===== src/sv/tts_pkg.sv =====
// Package for the tick task scheduler: types, codes and sizes.
package tts_pkg;

   localparam int NUM_TASKS = 8;
   localparam int IDX_W = 3;
   localparam int CNT_W = 4;
   localparam int TIME_W = 32;

   typedef enum logic [2:0] {
      ACT_REGISTER = 3'd0,
      ACT_DISPATCH = 3'd1,
      ACT_FINISH   = 3'd2,
      ACT_RECOVER  = 3'd3,
      ACT_SUSPEND  = 3'd4,
      ACT_STANDBY  = 3'd5
   } action_type;

   localparam logic [1:0] ST_READY = 2'd0;
   localparam logic [1:0] ST_TIMER = 2'd1;
   localparam logic [1:0] ST_SUSP  = 2'd2;
   localparam logic [1:0] ST_STBY  = 2'd3;

   typedef struct packed {
      logic [2:0]        action;
      logic [IDX_W-1:0]  task_req;
      logic [TIME_W-1:0] now;
      logic [TIME_W-1:0] ticks;
      logic              mode;
      logic [1:0]        status;
   } req_type;

   typedef struct packed {
      logic             run_valid;
      logic [IDX_W-1:0] run_task;
      logic [1:0]       task_status;
      logic             ignored;
   } rsp_type;

   typedef enum logic [3:0] {
      S_IDLE,
      S_RD_TASK,
      S_DECIDE,
      S_REL_RD,
      S_REL_CHK,
      S_DROP_R,
      S_DROP_W,
      S_INS_RD,
      S_INS_CHK,
      S_INS_SHIFT,
      S_PUSH,
      S_RESP,
      S_OUT
   } state_type;

endpackage


===== src/sv/tick_task_scheduler.sv =====
// Tick task scheduler top level: request sequencer over a task-record memory.
//
// Channel  Direction  Handshake           Payload
// req      in         req_valid/ready     tts_pkg::req_type
// rsp      out        rsp_valid/ready     tts_pkg::rsp_type
//
// One transaction is handled at a time; its length is set by the walks over
// the queue arrays (release, removal and sorted insertion); release and sorted
// insertion read each entry's deadline from the record memory.
// Reset clears sequencer state, queue counts and running task; tasks go to standby.
// A result waits in the output register; the next request is taken then too,
// and its result holds in the response step until the register is free.
module tick_task_scheduler (
   input  logic             clock,
   input  logic             reset,
   input  logic             req_valid,
   output logic             req_ready,
   input  tts_pkg::req_type req_data,
   output logic             rsp_valid,
   input  logic             rsp_ready,
   output tts_pkg::rsp_type rsp_data
);

   localparam int IW = tts_pkg::IDX_W;
   localparam int CW = tts_pkg::CNT_W;
   localparam int TW = tts_pkg::TIME_W;
   localparam int N  = tts_pkg::NUM_TASKS;

   // Per-task records live in one synchronous memory: kind, period, deadline.
   logic [2*TW:0] rec_mem [N];
   logic [TW-1:0] dl_rd_ff;
   logic [TW-1:0] per_rd_ff;
   logic          kind_rd_ff;
   logic [IW-1:0] rd_addr;
   logic          wr_en;
   logic [IW-1:0] wr_addr;
   logic [TW-1:0] wr_dl;
   logic          wr_rec;

   // Queue arrays, registers read at indexed position with shifts.
   logic [IW-1:0] rq_ff [N];
   logic [IW-1:0] rq_in [N];
   logic [IW-1:0] wq_ff [N];
   logic [IW-1:0] wq_in [N];
   logic [1:0]    st_ff [N];
   logic [1:0]    st_in [N];
   logic [CW-1:0] rc_ff, rc_in, wc_ff, wc_in;
   logic [TW-1:0] last_ff, last_in;
   logic [IW-1:0] run_ff, run_in;
   logic          runv_ff, runv_in;

   tts_pkg::state_type state_ff, state_in;
   tts_pkg::req_type   req_ff, req_in;
   tts_pkg::rsp_type   out_ff, out_in;
   logic               outv_ff, outv_in;
   logic [IW-1:0]      tk_ff, tk_in;       // task being worked on
   logic               ign_ff, ign_in;
   logic               named_ff, named_in;
   logic [TW-1:0]      dl_ff, dl_in;       // new deadline of tk
   logic [CW-1:0]      pos_ff, pos_in;
   logic [1:0]         after_ff, after_in; // 0 none,1 push,2 insert
   logic               reldone_ff, reldone_in;
   logic [CW-1:0]      qsel_ff, qsel_in;   // 2 skips the drop pass

   localparam logic [1:0] AF_NONE = 2'd0;
   localparam logic [1:0] AF_PUSH = 2'd1;
   localparam logic [1:0] AF_INS  = 2'd2;

   // Writes keep the kind and period read for the same task unless registering.
   always_ff @(posedge clock) begin
      if (wr_en) begin
         rec_mem[wr_addr] <= {(wr_rec ? req_ff.mode : kind_rd_ff),
                              (wr_rec ? req_ff.ticks : per_rd_ff), wr_dl};
      end
      {kind_rd_ff, per_rd_ff, dl_rd_ff} <= rec_mem[rd_addr];
   end

   always_ff @(posedge clock) begin
      if (reset) begin
         state_ff <= tts_pkg::S_IDLE;
         outv_ff  <= 1'b0;
         rc_ff    <= '0;
         wc_ff    <= '0;
         last_ff  <= '0;
         run_ff   <= '0;
         runv_ff  <= 1'b0;
         for (int i = 0; i < N; i++) st_ff[i] <= tts_pkg::ST_STBY;
      end else begin
         state_ff <= state_in;
         outv_ff  <= outv_in;
         rc_ff    <= rc_in;
         wc_ff    <= wc_in;
         last_ff  <= last_in;
         run_ff   <= run_in;
         runv_ff  <= runv_in;
         st_ff    <= st_in;
      end
      rq_ff      <= rq_in;
      wq_ff      <= wq_in;
      req_ff     <= req_in;
      out_ff     <= out_in;
      tk_ff      <= tk_in;
      ign_ff     <= ign_in;
      named_ff   <= named_in;
      dl_ff      <= dl_in;
      pos_ff     <= pos_in;
      after_ff   <= after_in;
      reldone_ff <= reldone_in;
      qsel_ff    <= qsel_in;
   end

   logic [IW-1:0] pos_idx;
   logic [IW-1:0] wq_head;
   logic [1:0]    tk_st;
   logic          is_expired;
   logic          pos_last;
   logic          found;

   assign pos_idx = pos_ff[IW-1:0];
   assign wq_head = wq_ff[0];
   assign tk_st   = st_ff[tk_ff];

   always_comb begin
      logic [TW-1:0] diff;
      diff = req_ff.now - dl_rd_ff;
      is_expired = ~diff[TW-1];
   end

   // Next state.
   always_comb begin
      state_in = state_ff;
      unique case (state_ff)
         tts_pkg::S_IDLE: if (req_valid) state_in = tts_pkg::S_RD_TASK;
         tts_pkg::S_RD_TASK: begin
            if (req_ff.action == tts_pkg::ACT_DISPATCH) begin
               if (req_ff.now != last_ff && wc_ff != '0) state_in = tts_pkg::S_REL_CHK;
               else state_in = tts_pkg::S_RESP;
            end else begin
               state_in = tts_pkg::S_DECIDE;
            end
         end
         tts_pkg::S_DECIDE: state_in = tts_pkg::S_DROP_R;
         tts_pkg::S_REL_RD: state_in = tts_pkg::S_REL_CHK;
         tts_pkg::S_REL_CHK: begin
            if (is_expired && !reldone_ff) state_in = tts_pkg::S_REL_RD;
            else state_in = tts_pkg::S_RESP;
            if (is_expired && !reldone_ff && wc_ff == CW'(1)) state_in = tts_pkg::S_RESP;
         end
         tts_pkg::S_DROP_R: if (pos_last) state_in = tts_pkg::S_DROP_W;
         tts_pkg::S_DROP_W: begin
            if (after_ff == AF_INS && wc_ff != CW'(N) && wc_ff != '0)
               state_in = tts_pkg::S_INS_RD;
            else state_in = tts_pkg::S_PUSH;
         end
         tts_pkg::S_INS_RD: state_in = tts_pkg::S_INS_CHK;
         tts_pkg::S_INS_CHK: begin
            if (dl_ff < dl_rd_ff) state_in = tts_pkg::S_INS_SHIFT;
            else if (pos_ff + CW'(1) == wc_ff) state_in = tts_pkg::S_INS_SHIFT;
            else state_in = tts_pkg::S_INS_RD;
         end
         tts_pkg::S_INS_SHIFT: state_in = tts_pkg::S_RESP;
         tts_pkg::S_PUSH: state_in = tts_pkg::S_RESP;
         tts_pkg::S_RESP: if (!outv_ff || rsp_ready) state_in = tts_pkg::S_OUT;
         tts_pkg::S_OUT: if (!outv_ff || rsp_ready) state_in = tts_pkg::S_IDLE;
         default: state_in = tts_pkg::S_IDLE;
      endcase
   end

   assign pos_last = (pos_ff == CW'(N - 1));

   // Datapath and outputs.
   always_comb begin
      logic [IW-1:0] t;
      logic          bad;
      logic [TW-1:0] sum;
      req_in = req_ff; out_in = out_ff; outv_in = outv_ff;
      tk_in = tk_ff; ign_in = ign_ff;
      named_in = named_ff; dl_in = dl_ff; pos_in = pos_ff; after_in = after_ff;
      reldone_in = reldone_ff; qsel_in = qsel_ff;
      rq_in = rq_ff; wq_in = wq_ff; st_in = st_ff;
      rc_in = rc_ff; wc_in = wc_ff; last_in = last_ff;
      run_in = run_ff; runv_in = runv_ff;
      rd_addr = tk_ff; wr_en = 1'b0; wr_addr = tk_ff; wr_dl = dl_ff; wr_rec = 1'b0;
      req_ready = 1'b0;
      found = 1'b0;
      t = req_ff.task_req;
      bad = 1'b0;
      sum = '0;
      if (outv_ff && rsp_ready) outv_in = 1'b0;
      unique case (state_ff)
         tts_pkg::S_IDLE: begin
            req_ready = 1'b1;
            req_in = req_data;
            if (req_valid) begin
               tk_in = (req_data.action == tts_pkg::ACT_FINISH) ? run_ff
                                                                 : req_data.task_req;
               ign_in = 1'b0;
               named_in = 1'b1;
               reldone_in = 1'b0;
               after_in = AF_NONE;
               pos_in = '0;
               qsel_in = '0;
            end
            rd_addr = (req_data.action == tts_pkg::ACT_FINISH) ? run_ff
                                                                : req_data.task_req;
         end
         tts_pkg::S_RD_TASK: begin
            // Dispatch reads the waiting head; other requests keep the task record.
            rd_addr = (req_ff.action == tts_pkg::ACT_DISPATCH) ? wq_head : tk_ff;
            if (req_ff.action == tts_pkg::ACT_DISPATCH && req_ff.now != last_ff
                && wc_ff != '0) begin
               tk_in = wq_head;
            end
         end
         tts_pkg::S_REL_RD: rd_addr = wq_head;
         tts_pkg::S_REL_CHK: begin
            rd_addr = wq_ff[1];
            if (is_expired && !reldone_ff) begin
               for (int i = 0; i < N - 1; i++) wq_in[i] = wq_ff[i + 1];
               wc_in = wc_ff - CW'(1);
               if (rc_ff != CW'(N)) begin
                  rq_in[rc_ff[IW-1:0]] = wq_head;
                  rc_in = rc_ff + CW'(1);
               end
               st_in[wq_head] = tts_pkg::ST_READY;
               tk_in = wq_ff[1];
               if (wc_ff == CW'(1)) reldone_in = 1'b1;
            end else begin
               reldone_in = 1'b1;
            end
         end
         tts_pkg::S_DECIDE: begin
            // Record read is valid; decide the action.
            bad = 1'b0;
            if (req_ff.action == tts_pkg::ACT_FINISH) begin
               if (!runv_ff) begin
                  // With no running task the result reports the requested task.
                  ign_in = 1'b1; tk_in = req_ff.task_req; bad = 1'b1;
               end else begin
                  runv_in = 1'b0;
                  if (tk_st == tts_pkg::ST_STBY) begin
                     ign_in = 1'b1; bad = 1'b1;
                  end else if (kind_rd_ff) begin
                     if (tk_st == tts_pkg::ST_TIMER && is_expired) begin
                        st_in[tk_ff] = tts_pkg::ST_STBY;
                        after_in = AF_NONE;
                     end else after_in = AF_PUSH;
                  end else if (tk_st == tts_pkg::ST_SUSP) begin
                     ign_in = 1'b1; bad = 1'b1;
                  end else begin
                     sum = per_rd_ff + req_ff.now;
                     st_in[tk_ff] = tts_pkg::ST_SUSP;
                     dl_in = sum; wr_en = 1'b1; wr_dl = sum;
                     after_in = AF_INS;
                  end
               end
            end else if (req_ff.action > tts_pkg::ACT_STANDBY || 32'(req_ff.task_req) >= N)
            begin
               ign_in = 1'b1; bad = 1'b1;
               named_in = (32'(req_ff.task_req) < N);
            end else begin
               unique case (req_ff.action)
                  tts_pkg::ACT_REGISTER: begin
                     sum = req_ff.ticks + req_ff.now;
                     st_in[t] = req_ff.status;
                     dl_in = sum; wr_en = 1'b1; wr_dl = sum; wr_rec = 1'b1;
                     after_in = (req_ff.status == tts_pkg::ST_STBY) ? AF_NONE : AF_PUSH;
                  end
                  tts_pkg::ACT_RECOVER: begin
                     if (tk_st == tts_pkg::ST_READY || tk_st == tts_pkg::ST_TIMER) begin
                        ign_in = 1'b1; bad = 1'b1;
                     end else begin
                        sum = per_rd_ff + req_ff.now;
                        st_in[t] = req_ff.status;
                        dl_in = sum; wr_en = 1'b1; wr_dl = sum;
                        if (req_ff.status == tts_pkg::ST_SUSP) after_in = AF_INS;
                        else if (req_ff.status == tts_pkg::ST_STBY) after_in = AF_NONE;
                        else after_in = AF_PUSH;
                     end
                  end
                  tts_pkg::ACT_SUSPEND: begin
                     if (kind_rd_ff || tk_st == tts_pkg::ST_SUSP) begin
                        ign_in = 1'b1; bad = 1'b1;
                     end else begin
                        sum = req_ff.ticks + req_ff.now;
                        st_in[t] = tts_pkg::ST_SUSP;
                        dl_in = sum; wr_en = 1'b1; wr_dl = sum;
                        after_in = AF_INS;
                     end
                  end
                  default: begin
                     if (tk_st == tts_pkg::ST_STBY) begin
                        ign_in = 1'b1; bad = 1'b1;
                     end else begin
                        st_in[t] = tts_pkg::ST_STBY;
                        after_in = AF_NONE;
                     end
                  end
               endcase
            end
            // Ignored requests skip the queue work by walking nothing.
            qsel_in = bad ? CW'(2) : '0;
            pos_in = '0;
         end
         tts_pkg::S_DROP_R: begin
            // Drop tk from both queues: one slot per cycle unless one is found.
            if (qsel_ff != CW'(2)) begin
               if (pos_ff < rc_ff && rq_ff[pos_idx] == tk_ff) begin
                  for (int i = 0; i < N - 1; i++)
                     if (CW'(i) >= pos_ff) rq_in[i] = rq_ff[i + 1];
                  rc_in = rc_ff - CW'(1);
                  found = 1'b1;
               end
               if (pos_ff < wc_ff && wq_ff[pos_idx] == tk_ff) begin
                  for (int i = 0; i < N - 1; i++)
                     if (CW'(i) >= pos_ff) wq_in[i] = wq_ff[i + 1];
                  wc_in = wc_ff - CW'(1);
                  found = 1'b1;
               end
               // After a removal the same slot holds a new entry: stay.
               if (!found) pos_in = pos_ff + CW'(1);
               if (found) pos_in = pos_ff;
            end else begin
               pos_in = CW'(N - 1);
            end
            if (pos_last) pos_in = '0;
         end
         tts_pkg::S_DROP_W: begin
            if (qsel_ff == CW'(2)) after_in = AF_NONE;
            pos_in = '0;
            rd_addr = wq_ff[0];
         end
         tts_pkg::S_INS_RD: rd_addr = wq_ff[pos_idx];
         tts_pkg::S_INS_CHK: begin
            if (dl_ff < dl_rd_ff) pos_in = pos_ff;
            else pos_in = pos_ff + CW'(1);
            rd_addr = wq_ff[IW'(pos_ff + CW'(1))];
         end
         tts_pkg::S_INS_SHIFT: begin
            for (int i = 1; i < N; i++)
               if (CW'(i) > pos_ff) wq_in[i] = wq_ff[i - 1];
            wq_in[pos_idx] = tk_ff;
            wc_in = wc_ff + CW'(1);
         end
         tts_pkg::S_PUSH: begin
            if (after_ff == AF_PUSH && rc_ff != CW'(N)) begin
               rq_in[rc_ff[IW-1:0]] = tk_ff;
               rc_in = rc_ff + CW'(1);
            end
            // Insert into an empty waiting list.
            if (after_ff == AF_INS && wc_ff == '0) begin
               wq_in[0] = tk_ff;
               wc_in = CW'(1);
            end
         end
         tts_pkg::S_RESP: begin
            // The output register is loaded only when empty or its result is taken.
            if (!outv_ff || rsp_ready) begin
               if (req_ff.action == tts_pkg::ACT_DISPATCH) begin
                  last_in = req_ff.now;
                  if (rc_ff != '0) begin
                     run_in = rq_ff[0]; runv_in = 1'b1;
                     out_in.run_valid = 1'b1;
                     out_in.run_task = rq_ff[0];
                     out_in.task_status = st_ff[rq_ff[0]];
                  end else begin
                     runv_in = 1'b0;
                     out_in.run_valid = 1'b0;
                     out_in.run_task = '0;
                     out_in.task_status = (32'(req_ff.task_req) < N)
                                          ? st_ff[req_ff.task_req] : 2'd0;
                  end
                  out_in.ignored = 1'b0;
               end else begin
                  out_in.run_valid = 1'b0;
                  out_in.run_task = '0;
                  out_in.task_status = named_ff ? st_ff[tk_ff] : 2'd0;
                  out_in.ignored = ign_ff;
               end
            end
         end
         tts_pkg::S_OUT: begin
            if (!outv_ff || rsp_ready) outv_in = 1'b1;
         end
         default: ;
      endcase
   end

   assign rsp_valid = outv_ff;
   assign rsp_data  = out_ff;

endmodule


===== config.mk =====
export PLATFORM = sky130hd
export DESIGN_NAME = tick_task_scheduler
export DESIGN_NICKNAME = d
export VERILOG_FILES = /design/src/sv/tts_pkg.sv /design/src/sv/tick_task_scheduler.sv
export SDC_FILE = /design/constraint.sdc
export NUM_CORES = 1
export LEC_CHECK = 0
export BUFFER_PORTS_ARGS = -buffer_cell sky130_fd_sc_hd__clkbuf_2
export CAP_MARGIN = 25
export CORE_ASPECT_RATIO = 1.5
export CORE_UTILIZATION = 35
export DETAILED_ROUTE_END_ITERATION = 12
export HOLD_SLACK_MARGIN = 0.08
export PLACE_DENSITY_LB_ADDON = 0.05
export SETUP_SLACK_MARGIN = 0.5
export SLEW_MARGIN = 40
export SYNTH_ARGS = -nofsm -noshare
export SYNTH_HDL_FRONTEND = slang
export SYNTH_SLANG_ARGS = --single-unit

===== constraint.sdc =====
create_clock -name clock -period 12 [get_ports clock]
set_input_delay 0.6 -clock clock [delete_from_list [all_inputs] [get_ports clock]]
set_output_delay 0.6 -clock clock [all_outputs]
set_load 0.01 [all_outputs]

# Word-level counts from Yosys, hierarchy flattened
# Memories as Yosys holds them, arrays and structs flattened. A register that Yosys moved wholly into a read port is not among the register bits.
# Index checks and enable logic that the tools add are counted.
# op_classes
n_addsub	8
magnitude_cmp	30
eq_ne	76
muxes	216
bitwise	18
n_reduce_logical	74
# op_table
operator	count
two-way mux 32 bit	10
two-way mux 16 bit	11
two-way mux 3 bit	45
two-way mux 21 bit	5
two-way mux 4 bit	25
one-hot mux 32 bit (3 select lines)	1
bitwise mux 24 bit	3
two-way mux 24 bit	3
adder 32 bit	2
one-hot mux 21 bit (3 select lines)	1
two-way mux 1 bit	55
one-hot mux 18 bit (3 select lines)	1
!= test 2 bit (second input constant)	26
AND reduction 7 bit	7
one-hot mux 16 bit (3 select lines)	1
one-hot mux 4 bit (12 select lines)	1
two-way mux 2 bit	23
AND reduction 5 bit	7
< comparator 32 bit	1
!= test 32 bit	1
!= test 4 bit (second input constant)	8
bitwise OR 16 bit	2
one-hot mux 16 bit (2 select lines)	1
one-hot mux 4 bit (4 select lines)	2
66 further kinds	180
# totals
regBits	241
ram_bits	520
output_inout_bits	9
elab_cells	472
memories	1
# memory_table
name	depth	width	rd	rd_clocked_by_memory_dff	wr	line	source
rec_mem	8	65	1	1	1	tick_task_scheduler.sv:30	logic [2*TW:0] rec_mem [N];

# Logic depth before layout (Yosys ltp)
# logic_depth
depth_word	14
mapped_depth	15

# Worst setup path before layout
# OpenSTA, ideal clock, no wires.
# synth_path
path_kind	register -> register
from	register tk_ff[1]
to	memory rec_mem[1][0] (netlist name) (enable)
setup_ns	0.489
arrival_time_ns	4.476
path_slack_ns	7.036
path_stages_with_launch	11
path_buffers	2
cell_sequence	edfxtp_1 -> buf_6 -> mux4_2 -> nand2_1 -> nand2_1 -> o21ai_0 -> nand3_1 -> o21ai_0 -> nand2_1 -> clkbuf_1 -> nor2_1
# synth_via
elab_chain_len	13
elab_cells_between_ends	22
# synth_lines
item	line	source
start, declared	tick_task_scheduler.sv:56	logic [IW-1:0] tk_ff, tk_in;
start signal, assigned	tick_task_scheduler.sv:102	tk_ff <= tk_in;
inverter 3 -> 4 bit (not written as such)	tick_task_scheduler.sv:121	assign tk_st = st_ff[tk_ff];
binary-select mux 2 bit (select 3 bit)	tick_task_scheduler.sv:121	
two-way mux 2 bit (not written as such) (2 in a row)	tick_task_scheduler.sv:121	
equality test 2 bit, or another cell as far along	tick_task_scheduler.sv:248, tick_task_scheduler.sv:282	
logical OR 1 bit, or another cell as far along	tick_task_scheduler.sv:282	if (kind_rd_ff || tk_st == tts_pkg::ST_SUSP) begin
two-way mux 1 bit (on tied branches)	tick_task_scheduler.sv:282, tick_task_scheduler.sv:243, tick_task_scheduler.sv:270	
one-hot mux 1 bit (3 select lines) or two-way mux 1 bit (tied branches)	tick_task_scheduler.sv:262, tick_task_scheduler.sv:241	
two-way mux 1 bit (on tied branches)	tick_task_scheduler.sv:257, tick_task_scheduler.sv:236	
two-way mux 1 bit	tick_task_scheduler.sv:235	if (req_ff.action == tts_pkg::ACT_FINISH) begin
two-way mux 1 bit	tick_task_scheduler.sv:190	unique case (state_ff)
two-way mux 1 bit	tick_task_scheduler.sv:71	if (wr_en) begin
two-way mux 1 bit	tick_task_scheduler.sv:72	rec_mem[wr_addr] <= {(wr_rec ? req_ff.mode : kind_rd_ff),
end, declared	tick_task_scheduler.sv:30	
# Parallel ways exist; a longest one is shown, timed or not. The select of a mux whose other input is x is not followed.

# Worst setup path after layout
# layout_path
from	register req_ff[39] (netlist name)
to	memory rec_mem[4][31] (netlist name) (data pin)
# layout_via
elab_chain_len	7
elab_cells_between_ends	12
# layout_lines
item	line	source
start, declared	tick_task_scheduler.sv:53	tts_pkg::req_type req_ff, req_in;
start signal, assigned	tick_task_scheduler.sv:100	req_ff <= req_in;
adder 32 bit	tick_task_scheduler.sv:251, tick_task_scheduler.sv:273	
two-way mux 32 bit	--	
two-way mux 32 bit	tick_task_scheduler.sv:243	end else if (kind_rd_ff) begin
two-way mux 32 bit	tick_task_scheduler.sv:241	if (tk_st == tts_pkg::ST_STBY) begin
two-way mux 32 bit	--	
two-way mux 32 bit (*)	tick_task_scheduler.sv:235	
two-way mux 32 bit (*)	--	
# Mark *: on every way between the ends. The rest lies on a longest branch, timed or not.

==> impl_metrics.tcl <==
set metrics [dict create \
    htree_levels 3 \
    setup_viol 0 \
    switching_share 0.358 \
    synth.top_cell.area_share 0.508 \
    p_leak_nw 16.5 \
    min_from "req_data[41]" \
    ctsHoldBuffers 43 \
    worstMarginPinSlew_ps 856 \
    rsz0062_at_grt "no" \
    crit_family "compound AO/OA/AOI/OAI gates" \
    rows 149 \
    final_nets 3900 \
    max-clock-path-buffers 3 \
    worst_path_most_repeated_cell "a21oi_1" \
    crit_buf_inv 0 \
    synth_seq_cells 822 \
    final_util 0.406 \
    yosys_warnings 0 \
    status "completed" \
    slew_violations 0 \
    end_kind "flip-flop" \
    grt_max_degree 180 \
    synthTopCellsByArea "edfxtp_1 51%, dfxtp_1 8.3%, nand2_1 8.2%" \
    grt_remaining_overflow 0 \
    worst_hold_slack_ps 126 \
    yosysSeqAreaShare 0.591 \
    crit_chain "ha_1 -> a21oi_1 -> o21ai_0 -> o31ai_1 -> o21a_1 -> o21ai_0 -> a21oi_1 -> a21oi_1 -> a221oi_1 -> xnor2_1 -> o211ai_1" \
    setup-tns-final_ps 0 \
    core_area_mm2 0.110 \
    dieArea_mm2 0.113 \
    grt_usage 0.227 \
    syn_nets 3826 \
    ios 86 \
    worst-endpoint-required_ps 12340 \
    clk_pin_slew_ps 60 \
    critPathLaunch "req_ff[39]" \
    die_h_um 411 \
    wire_per_inst_um 24.6 \
    placed_cell_area_mm2 0.0412 \
    clk_latency_ps 690 \
    initial_core_util 0.354 \
    diodes 0 \
    power.total_mw 9.79 \
    syn_area_per_cell_um2 10.8 \
    fin_area_mm2 0.0447 \
    p_int_mw 6.29 \
    firstDrtPassIters 6 \
    syn_area_mm2 0.0390 \
    wl_mm 128 \
    clock_sinks 822 \
    cts_inserted_buffers 86 \
    fmax_mhz 204 \
    cts_root_buffer "clkbuf_16" \
    dr.first_iter.drc_count 2140 \
    final_layout_size_suffix_gt1_frac 0.101 \
    cellPowerDensity_mw_per_mm2 219 \
    antenna_found_initial 0 \
    min_path_type "in -> reg" \
    cp_max_fo 9 \
    post_cts_resized 0 \
    postCtsSetupBuffers 0 \
    via_per_inst 5.50 \
    grt_pass1_wl_mm 191 \
    ant_nets 0 \
    cpPeakStageDelay_ps 710 \
    fin_skew_ps 47.7 \
    cap_viol_max_count 0 \
    p_seq_frac 0.391 \
    synth-main-ff-cell "edfxtp_1" \
    hold_viol 0 \
    p_clk_frac 0.288 \
    dp_hpwl_mm 85.4 \
    fp.dieW_um 275 \
    port_buffers 85 \
    switchingPower_mw 3.50 \
    synth_edf_count 660 \
    place.gp.congestion 0.896 \
    start_kind "flip-flop" \
    cpMaxStageDelayCell "edfxtp_1" \
    arrival_ps 5240 \
    path_class "reg -> reg" \
    area_delta_synth_final_pct 14.5 \
    yosys.area.top_type "edfxtp_1" \
    finalCriticalPeriod_ps 4900 \
    cts_tree "yes" \
    syn_inst 3608 \
    reg2reg_from "req_ff[39]" \
    route.detailed.drc 0 \
    max_slew_margin 0.425 \
    combinationalPowerShare 0.320 \
    fin_crit_sh 0.408 \
    peakVddDrop_mv 0.111 \
    synth_cell_types 80 \
    vias 28500 \
    grt_pass1_vias 29100 \
    async_reset_ff_frac 0 \
]
==> sequential cells by signal (all words and copies together) (netlist names), named ones only <==
| register | flops |
|---|---|
| rec_mem | 520 |
| req_ff | 73 |
| dl_ff | 32 |
| dl_rd_ff | 32 |
| last_ff | 32 |
| per_rd_ff | 32 |
| rq_ff | 24 |
| wq_ff | 21 |
| st_ff | 8 |
| rsp_data | 7 |
| pos_ff | 4 |
| rc_ff | 4 |
| state_ff | 4 |
| wc_ff | 4 |
| run_ff | 3 |
| tk_ff | 3 |
| wq_head | 3 |
| after_ff | 2 |
| ign_ff | 1 |
| kind_rd_ff | 1 |
| qsel_ff | 1 |
| reldone_ff | 1 |
| rsp_valid | 1 |
| runv_ff | 1 |
==> kinds of logic after synthesis <==
family,after synthesis,synth area share
buf+inv,297,0.0297
mux,85,0.0304
flops,822,0.591
simple gates,1336,0.146
fa+ha+maj,142,0.0460
xor+xnor,105,0.0236
compound gates,821,0.134
==> final cells by class <==
class,count,area (µm²)
Tap cell,1434,1790
Fill cell,10500,65500
Timing Repair Buffer,188,1510
Clock inverter,44,482
Multi-Input combinational cell,2489,15000
Sequential cell,822,23100
Inverter,95,359
Clock buffer,117,2490
==> cells in the mapped netlist, drive strengths merged (46+ instances only) <==
master,n
xnor2,75
clkbuf,162
a22oi,48
nand2,853
nand3,176
o21ai,270
a21o,46
dfxtp,162
a21oi,172
edfxtp,660
ha,138
o211ai,78
nor2,131
inv,93
==> worst reg2reg max path: cells and delay by family, from the launching register on <==
family                     cells  cell delay, ps
AOI/OAI and AO/OA              9            3310
xor gates and xnor gates       1             170
adders and majority gates      1             400
DFF                            1             710
==> per-layer routing <==
metal,vias to the layer above,share of wire,track usage
li1,13300,-,-
met1,14300,0.41,0.273
met2,723,0.52,0.411
met3,210,0.035,0.0225
met4,0,0.036,0.0918
met5,-,0,0
==> power groups by stage <==
stage / combinational [mW] / sequential (mW) / clock, mW
2_1_floorplan: 2.19 / 3.73 / 0
3_3_place_gp: 3.07 / 3.89 / 0
3_5_place_dp: 3.12 / 3.89 / 0
4_1_cts: 3.15 / 3.83 / 2.90
5_1_grt: 3.49 / 3.86 / 3.00
6_report: 3.14 / 3.83 / 2.82
==> placed cells by master (no fill, tap or decap), types with 12 or more instances in the layout <==
| cell | netlist | layout |
|---|---|---|
| a211oi_1 | 22 | 22 |
| a21o_1 | 46 | 46 |
| a21oi_1 | 172 | 172 |
| a221oi_1 | 18 | 18 |
| a22oi_1 | 47 | 47 |
| and3_1 | 20 | 20 |
| buf_4 | 0 | 36 |
| clkbuf_1 | 162 | 17 |
| clkbuf_16 | 0 | 93 |
| clkbuf_2 | 0 | 85 |
| clkinv_2 | 0 | 16 |
| dfxtp_1 | 162 | 162 |
| dlygate4sd3_1 | 0 | 43 |
| edfxtp_1 | 660 | 660 |
| ha_1 | 138 | 138 |
| inv_1 | 90 | 89 |
| mux2_2 | 38 | 38 |
| mux2i_1 | 23 | 23 |
| mux4_2 | 22 | 22 |
| nand2_1 | 853 | 851 |
| nand2b_1 | 18 | 18 |
| nand3_1 | 176 | 176 |
| nand4_1 | 28 | 28 |
| nor2_1 | 131 | 121 |
| nor2b_1 | 24 | 24 |
| nor3_1 | 24 | 22 |
| o211ai_1 | 78 | 78 |
| o21a_1 | 12 | 12 |
| o21ai_0 | 128 | 120 |
| o21ai_1 | 142 | 147 |
| o22ai_1 | 23 | 23 |
| o31ai_1 | 16 | 16 |
| xnor2_1 | 75 | 75 |
| xor2_1 | 30 | 30 |
==> worst paths after layout <==
check | depth (start not counted) | slack, ps | to
setup / recovery | 11 | 7100 | rec_mem[4][31]
hold reg to reg | 2 | 470 | last_ff[18]
hold / removal | 1 | 130 | req_ff[41]
setup reg to reg | 11 | 7100 | rec_mem[4][31]
==> per-stage QoR <==
stage	cells	setup WS, ps
5_1_grt	5189	6710
6_report	5189	7100
3_3_place_gp	4974	6830
3_5_place_dp	4983	7000
2_1_floorplan	3608	7040
4_1_cts	5187	6990
Power figures use the tool's default switching activity.
